--- src/rtl/core/fckvt_pkg.sv ---
// Package for the key/value table core: field widths, operation and status
// codes, controller states and the command word broadcast to the slot cells.
// No dependencies.
package fckvt_pkg;

  localparam int DEPTH_DEF       = 16;
  localparam int KEY_WIDTH_DEF   = 32;
  localparam int VALUE_WIDTH_DEF = 32;

  localparam int OP_W        = 2;
  localparam int STATUS_W    = 2;
  localparam int CFG_W       = 5;
  localparam int OUT_VALUE_W = 32;
  localparam int OUT_COUNT_W = 5;

  localparam logic [CFG_W-1:0] CAP_RESET = CFG_W'(16);

  typedef enum logic [OP_W-1:0] {
    OP_PUSH = 2'd0,
    OP_GET  = 2'd1,
    OP_POP  = 2'd2,
    OP_RSVD = 2'd3
  } op_e;

  typedef enum logic [STATUS_W-1:0] {
    ST_OK        = 2'd0,
    ST_NOT_FOUND = 2'd1,
    ST_FULL      = 2'd2
  } status_e;

  typedef enum logic {
    S_IDLE = 1'b0,
    S_EXEC = 1'b1
  } state_e;

  // Write commands for the execute cycle. Each cell qualifies them locally.
  typedef struct packed {
    logic upd;  // overwrite the value in the first matching slot
    logic ins;  // write the new pair into the slot just past the last entry
    logic pop;  // move the last entry into the first matching slot
  } cell_cmd_t;

endpackage

--- src/rtl/core/fckvt_cell.sv ---
// One slot of the key/value table: holds a key and a value, compares the
// broadcast key and passes match and last-entry data along the chain.
// Depends on fckvt_pkg.
module fckvt_cell #(
  parameter int KEY_WIDTH   = fckvt_pkg::KEY_WIDTH_DEF,
  parameter int VALUE_WIDTH = fckvt_pkg::VALUE_WIDTH_DEF,
  parameter int CNT_W       = 5,
  parameter int IDX         = 0
) (
  input  logic                   clk_i,
  input  logic [KEY_WIDTH-1:0]   key_i,
  input  logic [VALUE_WIDTH-1:0] value_i,
  input  logic [CNT_W-1:0]       count_i,
  input  fckvt_pkg::cell_cmd_t   cmd_i,
  // Match chain from the lower neighbor.
  input  logic                   hit_i,
  input  logic [VALUE_WIDTH-1:0] hit_value_i,
  // Last-entry chain from the upper neighbor, since the last entry never sits
  // below the slot that it refills.
  input  logic [KEY_WIDTH-1:0]   last_key_i,
  input  logic [VALUE_WIDTH-1:0] last_value_i,
  // Match chain to the upper neighbor.
  output logic                   hit_o,
  output logic [VALUE_WIDTH-1:0] hit_value_o,
  // Last-entry chain to the lower neighbor.
  output logic [KEY_WIDTH-1:0]   last_key_o,
  output logic [VALUE_WIDTH-1:0] last_value_o
);
  import fckvt_pkg::*;

  localparam logic [CNT_W-1:0] MY_IDX = CNT_W'(IDX);

  logic [KEY_WIDTH-1:0]   key_q;
  logic [VALUE_WIDTH-1:0] value_q;
  logic                   in_use;
  logic                   is_last;
  logic                   is_tail;
  logic                   first_hit;

  assign in_use    = MY_IDX < count_i;
  assign is_last   = in_use && (MY_IDX == count_i - CNT_W'(1));
  assign is_tail   = MY_IDX == count_i;
  // Only the lowest matching slot counts, so a hit further down masks this one.
  assign first_hit = in_use && (key_q == key_i) && !hit_i;

  assign hit_o        = hit_i || first_hit;
  assign hit_value_o  = first_hit ? value_q : hit_value_i;
  assign last_key_o   = is_last ? key_q : last_key_i;
  assign last_value_o = is_last ? value_q : last_value_i;

  always_ff @(posedge clk_i) begin
    if (cmd_i.upd && first_hit) begin
      value_q <= value_i;
    end else if (cmd_i.ins && is_tail) begin
      key_q   <= key_i;
      value_q <= value_i;
    end else if (cmd_i.pop && first_hit) begin
      key_q   <= last_key_i;
      value_q <= last_value_i;
    end
  end

endmodule

--- src/rtl/core/fixed_capacity_key_value_table_core.sv ---
// Top level of the key/value table: controller, capacity register and the
// chain of slot cells. Depends on fckvt_pkg and fckvt_cell.
//
// The command word is captured when start is taken, and in the following
// cycle every slot compares its key at once, the first match travels up the
// cell chain and the last entry travels down it, and the slots are written
// back. The result appears on the cycle after that with done_o high for
// exactly one cycle and cannot be held off; busy is low again in that same
// cycle, so a new command may be started there; none is taken while busy.
// The capacity register accepts a write in any cycle and should be written
// only while no command is in flight.
module fixed_capacity_key_value_table_core #(
  parameter int DEPTH       = fckvt_pkg::DEPTH_DEF,
  parameter int KEY_WIDTH   = fckvt_pkg::KEY_WIDTH_DEF,
  parameter int VALUE_WIDTH = fckvt_pkg::VALUE_WIDTH_DEF
) (
  input  logic                               clk_i,
  input  logic                               rst_ni,
  input  logic                               start,
  output logic                               busy,
  input  logic [fckvt_pkg::OP_W-1:0]         operation_i,
  input  logic [KEY_WIDTH-1:0]               key_i,
  input  logic [VALUE_WIDTH-1:0]             value_i,
  output logic                               done_o,
  output logic [fckvt_pkg::STATUS_W-1:0]     status_o,
  output logic [fckvt_pkg::OUT_VALUE_W-1:0]  value_out_o,
  output logic [fckvt_pkg::OUT_COUNT_W-1:0]  entry_count_out_o,
  input  logic                               cfg_valid_i,
  output logic                               cfg_ready_o,
  input  logic [fckvt_pkg::CFG_W-1:0]        cfg_data_i
);
  import fckvt_pkg::*;

  localparam int CNT_W = $clog2(DEPTH + 1);

  state_e                 state_q, state_d;
  logic                   exec;
  logic                   done_q;
  op_e                    op_q;
  logic [KEY_WIDTH-1:0]   key_q;
  logic [VALUE_WIDTH-1:0] value_q;
  logic [CNT_W-1:0]       count_q, count_d;
  logic [CFG_W-1:0]       cap_q;
  logic [CFG_W-1:0]       cap_eff;
  status_e                status_q, status_d;
  logic [OUT_VALUE_W-1:0] value_out_q, value_out_d;
  cell_cmd_t              cmd;
  logic                   full;

  logic                   hit_chain       [DEPTH+1];
  logic [VALUE_WIDTH-1:0] hit_value_chain [DEPTH+1];
  logic [KEY_WIDTH-1:0]   last_key_chain  [DEPTH+1];
  logic [VALUE_WIDTH-1:0] last_value_chain[DEPTH+1];

  logic found;

  // Controller.
  always_comb begin
    state_d = state_q;
    unique case (state_q)
      S_IDLE: if (start) state_d = S_EXEC;
      S_EXEC: state_d = S_IDLE;
      default: state_d = S_IDLE;
    endcase
  end

  always_comb begin
    busy = 1'b0;
    exec = 1'b0;
    unique case (state_q)
      S_IDLE: busy = 1'b0;
      S_EXEC: begin
        busy = 1'b1;
        exec = 1'b1;
      end
      default: busy = 1'b0;
    endcase
  end

  always_ff @(posedge clk_i or negedge rst_ni) begin
    if (!rst_ni) begin
      state_q <= S_IDLE;
      done_q  <= 1'b0;
    end else begin
      state_q <= state_d;
      done_q  <= exec;
    end
  end

  // Command word capture.
  always_ff @(posedge clk_i) begin
    if (start && !busy) begin
      op_q    <= op_e'(operation_i);
      key_q   <= key_i;
      value_q <= value_i;
    end
  end

  // Capacity register.
  assign cfg_ready_o = 1'b1;

  always_ff @(posedge clk_i or negedge rst_ni) begin
    if (!rst_ni) begin
      cap_q <= CAP_RESET;
    end else if (cfg_valid_i && cfg_ready_o) begin
      cap_q <= cfg_data_i;
    end
  end

  // A capacity of zero acts as one; one above the depth is caught by the depth check.
  assign cap_eff = (cap_q == '0) ? CFG_W'(1) : cap_q;
  assign full    = (32'(count_q) >= 32'(DEPTH)) || (32'(count_q) >= 32'(cap_eff));

  // Cell chain: the match runs from slot 0 upward, the last entry from the top down.
  assign hit_chain[0]            = 1'b0;
  assign hit_value_chain[0]      = '0;
  assign last_key_chain[DEPTH]   = '0;
  assign last_value_chain[DEPTH] = '0;

  for (genvar i = 0; i < DEPTH; i++) begin : g_cell
    fckvt_cell #(
      .KEY_WIDTH  (KEY_WIDTH),
      .VALUE_WIDTH(VALUE_WIDTH),
      .CNT_W      (CNT_W),
      .IDX        (i)
    ) u_cell (
      .clk_i       (clk_i),
      .key_i       (key_q),
      .value_i     (value_q),
      .count_i     (count_q),
      .cmd_i       (cmd),
      .hit_i       (hit_chain[i]),
      .hit_value_i (hit_value_chain[i]),
      .last_key_i  (last_key_chain[i+1]),
      .last_value_i(last_value_chain[i+1]),
      .hit_o       (hit_chain[i+1]),
      .hit_value_o (hit_value_chain[i+1]),
      .last_key_o  (last_key_chain[i]),
      .last_value_o(last_value_chain[i])
    );
  end

  assign found = hit_chain[DEPTH];

  // Execute step: write commands, result and new count.
  always_comb begin
    cmd         = '0;
    count_d     = count_q;
    status_d    = ST_OK;
    value_out_d = '0;
    if (exec) begin
      unique case (op_q)
        OP_PUSH: begin
          if (found) begin
            cmd.upd = 1'b1;
          end else if (full) begin
            status_d = ST_FULL;
          end else begin
            cmd.ins = 1'b1;
            count_d = count_q + CNT_W'(1);
          end
        end
        OP_GET: begin
          if (found) begin
            value_out_d = OUT_VALUE_W'(hit_value_chain[DEPTH]);
          end else begin
            status_d = ST_NOT_FOUND;
          end
        end
        OP_POP: begin
          if (found) begin
            cmd.pop     = 1'b1;
            value_out_d = OUT_VALUE_W'(hit_value_chain[DEPTH]);
            count_d     = count_q - CNT_W'(1);
          end else begin
            status_d = ST_NOT_FOUND;
          end
        end
        OP_RSVD: status_d = ST_OK;
        default: status_d = ST_OK;
      endcase
    end
  end

  always_ff @(posedge clk_i or negedge rst_ni) begin
    if (!rst_ni) begin
      count_q <= '0;
    end else begin
      count_q <= count_d;
    end
  end

  always_ff @(posedge clk_i) begin
    if (exec) begin
      status_q    <= status_d;
      value_out_q <= value_out_d;
    end
  end

  assign done_o            = done_q;
  assign status_o          = status_q;
  assign value_out_o       = value_out_q;
  assign entry_count_out_o = OUT_COUNT_W'(count_q);

endmodule

--- config.mk ---
export PLATFORM = sky130hd
export DESIGN_NAME = fixed_capacity_key_value_table_core
export DESIGN_NICKNAME = d
export VERILOG_FILES = /design/src/rtl/core/fckvt_pkg.sv /design/src/rtl/core/fckvt_cell.sv /design/src/rtl/core/fixed_capacity_key_value_table_core.sv
export SDC_FILE = /design/constraint.sdc
export NUM_CORES = 2
export LEC_CHECK = 0
export BUFFER_PORTS_ARGS = -buffer_cell sky130_fd_sc_hd__buf_2
export CAP_MARGIN = 40
export CORE_MARGIN = 2
export CORE_UTILIZATION = 40
export DETAILED_ROUTE_END_ITERATION = 8
export PLACE_DENSITY_LB_ADDON = 0.1
export SLEW_MARGIN = 20
export SYNTH_ARGS = -nofsm -noshare
export SYNTH_HDL_FRONTEND = slang
export SYNTH_SLANG_ARGS = --single-unit
--- constraint.sdc ---
create_clock -name clk_i -period 7.5 [get_ports clk_i]
set_input_delay 1.5 -clock clk_i [delete_from_list [all_inputs] [get_ports clk_i]]
set_output_delay 1.5 -clock clk_i [all_outputs]
set_load 0.01 [all_outputs]
==> results summary <==
The floorplan step defined a core boundary enclosing 174,000 sq um. The first global-routing pass estimated between 400,000 and 500,000 microns of wire. For hold timing, the worst endpoint is cap_q[4]$_DFFE_PN1P_. The peak ir drop on the vdd network came out at 0.240 mV. The data arrival time of the critical path is about 6.6 ns. The path class of the tightest hold or removal check is register to register. Setup repair after global routing left no endpoint under its margin. The via count came out at 60,500. The half-perimeter wire length of the detailed placement result is 209,000 microns. The dominant cell by count in the synthesized netlist is sky130_fd_sc_hd__edfxtp_1. The worst min-delay path startpoint is cap_q[4]$_DFFE_PN1P_. Entering global routing, the biggest net connects 72 pins. The clock root buffer master is sky130_fd_sc_hd__clkbuf_16. Summed over its instances, the top area cell type makes up between 40% and 50% of the synthesized netlist area.

Measured along the x axis, the die boundary spans roughly 420 microns. The clock-pin transition on the worst setup and hold timing paths came out at approximately 0.06 ns. The combined global-route utilization of all metal layers is 32.1%. The count of cells along the worst hold path is 2. The post-detailed-route count of antenna-violating nets came out at 0. For this run, the top clock speed supported by timing is between 150 and 200 MHz.

After filler insertion, the fill cell instance count of the layout stands at roughly 17,000. The final period demand of the worst path came out at between 6 and 7 ns. The buffering stage count on the worst path with inverters included came out at 3.

The number of iterations in the first detailed-routing pass is 8. The area added between synthesis and finish came out at 11.7%. The setup clock skew after layout came out at just over 0.03 ns. The final instance area is around 78,000 sq um.

Yosys mapped a number of flops with a built-in enable equal to between 1,000 and 1,500. The post-synthesis cell type with the largest combined area is sky130_fd_sc_hd__edfxtp_1. After detailed routing, the average wire length per cell comes to 31.3 microns. Along the worst path, the maximum fanout reaches 22. The source of the worst register-to-register timing path is key_q[22]$_DFFE_PP_. Of all flip-flops after synthesis, the portion carrying an async set or reset was 1.06%. The data required time of the critical path came out at 8.04 ns. The count of boundary I/O pins is ~120.

The post-CTS setup-driven buffer insertion count came out at 0. The cell count after synthesis is just over 7,000. The vertical die dimension is about 420 microns. The maximum buffer depth of the clock tree is 3. The number of pins exceeding their max-slew limit in the final report came out at 0.

Row generation in the floorplan step produced roughly 150 rows. The cell type with the highest occurrence count on the critical path is sky130_fd_sc_hd__buf_4. The worst setup path is of the register to register kind.

The sequential share of the synthesized area came out at 48.7%. Measured in cells, the most critical reg-to-reg path has a length of 12. The number of buffers added by the clock tree synthesis step came out at between 100 and 150. Routability-driven placement finished with a final weighted congestion of around 0.96.

The final clock period utilization by the worst path is about 80%. On the critical path the largest part of the delay comes from simple AND/OR/NAND/NOR gates. The number of buffers added on ports came out at 115.

The number of stages on the worst setup path is 12. The number of warnings printed during yosys synthesis came out at 0. The number of nets in the layout is between 7,000 and 8,000. The kind of launch point of the worst setup path is a register. Using the TritonRoute via totals, the vias-per-cell ratio works out to about 6.4.

The number of global-route vias before repair was approximately 55,000. In the routed design, unresolved DRC markers number 0. The area after detailed placement came out at 73,300 sq um. The biggest cell delay along the critical path is ~0.83 ns.

The final hold violation count is 0. At the pin with the least slew margin, the transition time is ~1.1 ns. Post-CTS repair changed the size of 0 cells. The capture instance of the worst register-to-register path is g_cell[13].u_cell.value_q[4]$_DFFE_PP_. TritonCTS built the clock tree. The leakage power total is between 0.02 and 0.03 uW.

The hold buffer count at CTS is 0. The clock insertion delay at the later pin of the skew report came out at about 0.81 ns. The number of maximum-capacitance violations is 0. The power per standard cell area is between 200 and 300 nW/um^2. After synthesis the netlist holds a flip-flop and latch count of approximately 1,100. The sink count of the clock tree is 1,136. The effective utilization at floorplan came out at between 40% and 50%. The worst setup path is captured at a register. The run finished with clean final reports. The final layout contains routed wiring with a total length of 296,000 microns. The most used flip-flop cell after synthesis is sky130_fd_sc_hd__edfxtp_1.

Ranked by instance count, the synthesized netlist is headed by 1,124 x sky130_fd_sc_hd__edfxtp_1, 1,049 x sky130_fd_sc_hd__nand2_1, 570 x sky130_fd_sc_hd__nor2_1. Each instance of the synthesized netlist takes up on average 9.78 sq um. The overall die area is approximately 180,000 sq um. In the post-synthesis netlist, the biggest area contributors are sky130_fd_sc_hd__edfxtp_1 48%, sky130_fd_sc_hd__nand2_1 5.6%, sky130_fd_sc_hd__xor2_1 4.9%, sky130_fd_sc_hd__o21ai_0 3.3%, sky130_fd_sc_hd__nor2_1 3.1%. The signal on the critical path passes through buf_4, xor2_1, nor4_1, nand4_1, nor3_1, or2_2, or4_4, buf_4, nor3_2, a21oi_4, buf_4, mux2_2. Across the whole layout, storage elements account for roughly 34,000 sq um. In the final layout, the multi-input gates occupy ~33,000 sq um. The net count of the mapped netlist came out at around 7,200. Setup violations remaining at the end of the flow were counted as 0. The slowest stage of the critical path belongs to the cell sky130_fd_sc_hd__edfxtp_1. The global route total overflow is 0. The post-synthesis instance area is around 70,000 sq um. The initial antenna violation count came out at 8.

The setup TNS came out at 0 ns. The unique cell type count in the Yosys netlist came out at about 100. Cells with a size suffix above 1 make up 13.3% of the layout. The H-tree depth reported by CTS came out at 4. The first routing iteration left a little under 10,000 violations. The setup slack of the worst register-to-register path is 1.48 ns. The worst pin sits at a relative slew slack of about a quarter.
[layer usage]
layer / up-vias / routed length [microns] / global-route usage [%]
met3: 421 / 38500 / 8.71
li1: 26300 / - / -
met2: 4090 / 117000 / 42.7
met1: 29700 / 132000 / 49.7
met4: 2 / 9130 / 9.73
met5: - / 13 / 0
[state kept, by name, summed over array words and instances, names as in the netlist]
name,flops
cap_q,5
done_o,1
entry_count_out_o,5
g_cell.u_cell.key_q,512
g_cell.u_cell.value_q,512
key_q,32
op_q,2
state_q,1
status_o,2
value_out_o,32
value_q,32
[layout by cell type, fill, tap and decap left out, types with 24 or more instances in the layout]
cell type,count
sky130_fd_sc_hd__edfxtp_1,1124
sky130_fd_sc_hd__nand2_1,1044
sky130_fd_sc_hd__nor2_1,559
sky130_fd_sc_hd__o21ai_0,448
sky130_fd_sc_hd__xor2_1,389
sky130_fd_sc_hd__a21oi_1,388
sky130_fd_sc_hd__buf_4,267
sky130_fd_sc_hd__nand3_1,199
sky130_fd_sc_hd__a21o_1,174
sky130_fd_sc_hd__a211oi_1,167
sky130_fd_sc_hd__a31oi_1,162
sky130_fd_sc_hd__clkbuf_16,150
sky130_fd_sc_hd__nor4_1,133
sky130_fd_sc_hd__xnor2_1,131
sky130_fd_sc_hd__nor3_1,129
sky130_fd_sc_hd__mux2_2,126
sky130_fd_sc_hd__buf_2,121
sky130_fd_sc_hd__o31ai_1,99
sky130_fd_sc_hd__mux2i_1,78
sky130_fd_sc_hd__a221o_1,73
sky130_fd_sc_hd__o22ai_1,69
sky130_fd_sc_hd__mux2_1,61
sky130_fd_sc_hd__o211ai_1,59
sky130_fd_sc_hd__inv_1,57
sky130_fd_sc_hd__nand4_1,52
sky130_fd_sc_hd__mux2_4,47
sky130_fd_sc_hd__and2_1,46
sky130_fd_sc_hd__and3_1,45
sky130_fd_sc_hd__a211o_1,44
sky130_fd_sc_hd__a22oi_1,44
sky130_fd_sc_hd__a22o_1,37
sky130_fd_sc_hd__clkbuf_1,35
sky130_fd_sc_hd__clkinv_1,33
sky130_fd_sc_hd__a21boi_0,33
sky130_fd_sc_hd__a31o_2,31
sky130_fd_sc_hd__o221ai_1,25
sky130_fd_sc_hd__a222oi_1,24
[worst register-to-register path: cells and delay by family (launching register included)]
family	cells	cell delay (ns)
mux	1	0.39
flops	1	0.83
buf+inv	3	1.36
compound gates	1	0.56
simple gates	6	2.46
xor+xnor	1	0.16
[final cells by class]
cell class / count / share of cell area, %
inverter: 59 / 0.284
clock buffer: 184 / 4.96
multi-input combinational: 5247 / 42.3
antenna: 5 / 0.0160
sequential: 1136 / 43.6
clock inverter: 65 / 0.705
timing repair buffer: 430 / 4.40
tap: 2325 / 3.73
[stage by stage]
step / hold WS [ns] / setup WS (ns) / total power (uW) / cells / util, %
after floorplan: 0.489 / 1.27 / 12200 / 7140 / -
after global placement: 0.510 / 1.47 / 14300 / 9152 / 42.0
after detailed placement: 0.515 / 1.62 / 14400 / 9177 / 42.2
after CTS: 0.524 / 1.60 / 21200 / 9426 / 44.8
after global routing: 0.541 / 1.36 / 22100 / 9446 / 45.0
final: 0.523 / 1.48 / 21400 / 9451 / 45.0
[logic make-up (layout without fill, tap and decap cells)]
logic type | Yosys count | after routing | synth area share, %
AO/OA/AOI/OAI | 2053 | 2053 | 19.4
XOR/XNOR | 520 | 520 | 6.52
adder cells (fa/ha/maj) | 13 | 13 | 0.233
buffers and inverters | 757 | 738 | 4.94
flip-flops | 1136 | 1136 | 48.7
multiplexers | 312 | 312 | 5.14
other | 1 | 6 | 0.00537
AND/OR/NAND/NOR | 2348 | 2348 | 15.0
[report_power, final]
group	switching (uW)	total [uW]	leakage (uW)	internal [uW]
Clock	2880	6810	0.00216	3930
Combinational	4310	6690	0.0162	2380
Sequential	122	7870	0.00989	7750
[worst max-delay path by stage]
stage | slack (ns) | to | from
3_5_place_dp | 1.62 | g_cell[13].u_cell.value_q[30]$_DFFE_PP_ | key_q[22]$_DFFE_PP_
5_1_grt | 1.36 | g_cell[3].u_cell.value_q[3]$_DFFE_PP_ | key_q[22]$_DFFE_PP_
2_1_floorplan | 1.27 | g_cell[8].u_cell.key_q[0]$_DFFE_PP_ | entry_count_out_o[1]$_DFFE_PN0P_
4_1_cts | 1.60 | g_cell[3].u_cell.value_q[25]$_DFFE_PP_ | key_q[5]$_DFFE_PP_
6_report | 1.48 | g_cell[13].u_cell.value_q[4]$_DFFE_PP_ | key_q[22]$_DFFE_PP_
3_3_place_gp | 1.47 | g_cell[3].u_cell.value_q[17]$_DFFE_PP_ | key_q[24]$_DFFE_PP_
(Power assumes the default switching activity.)
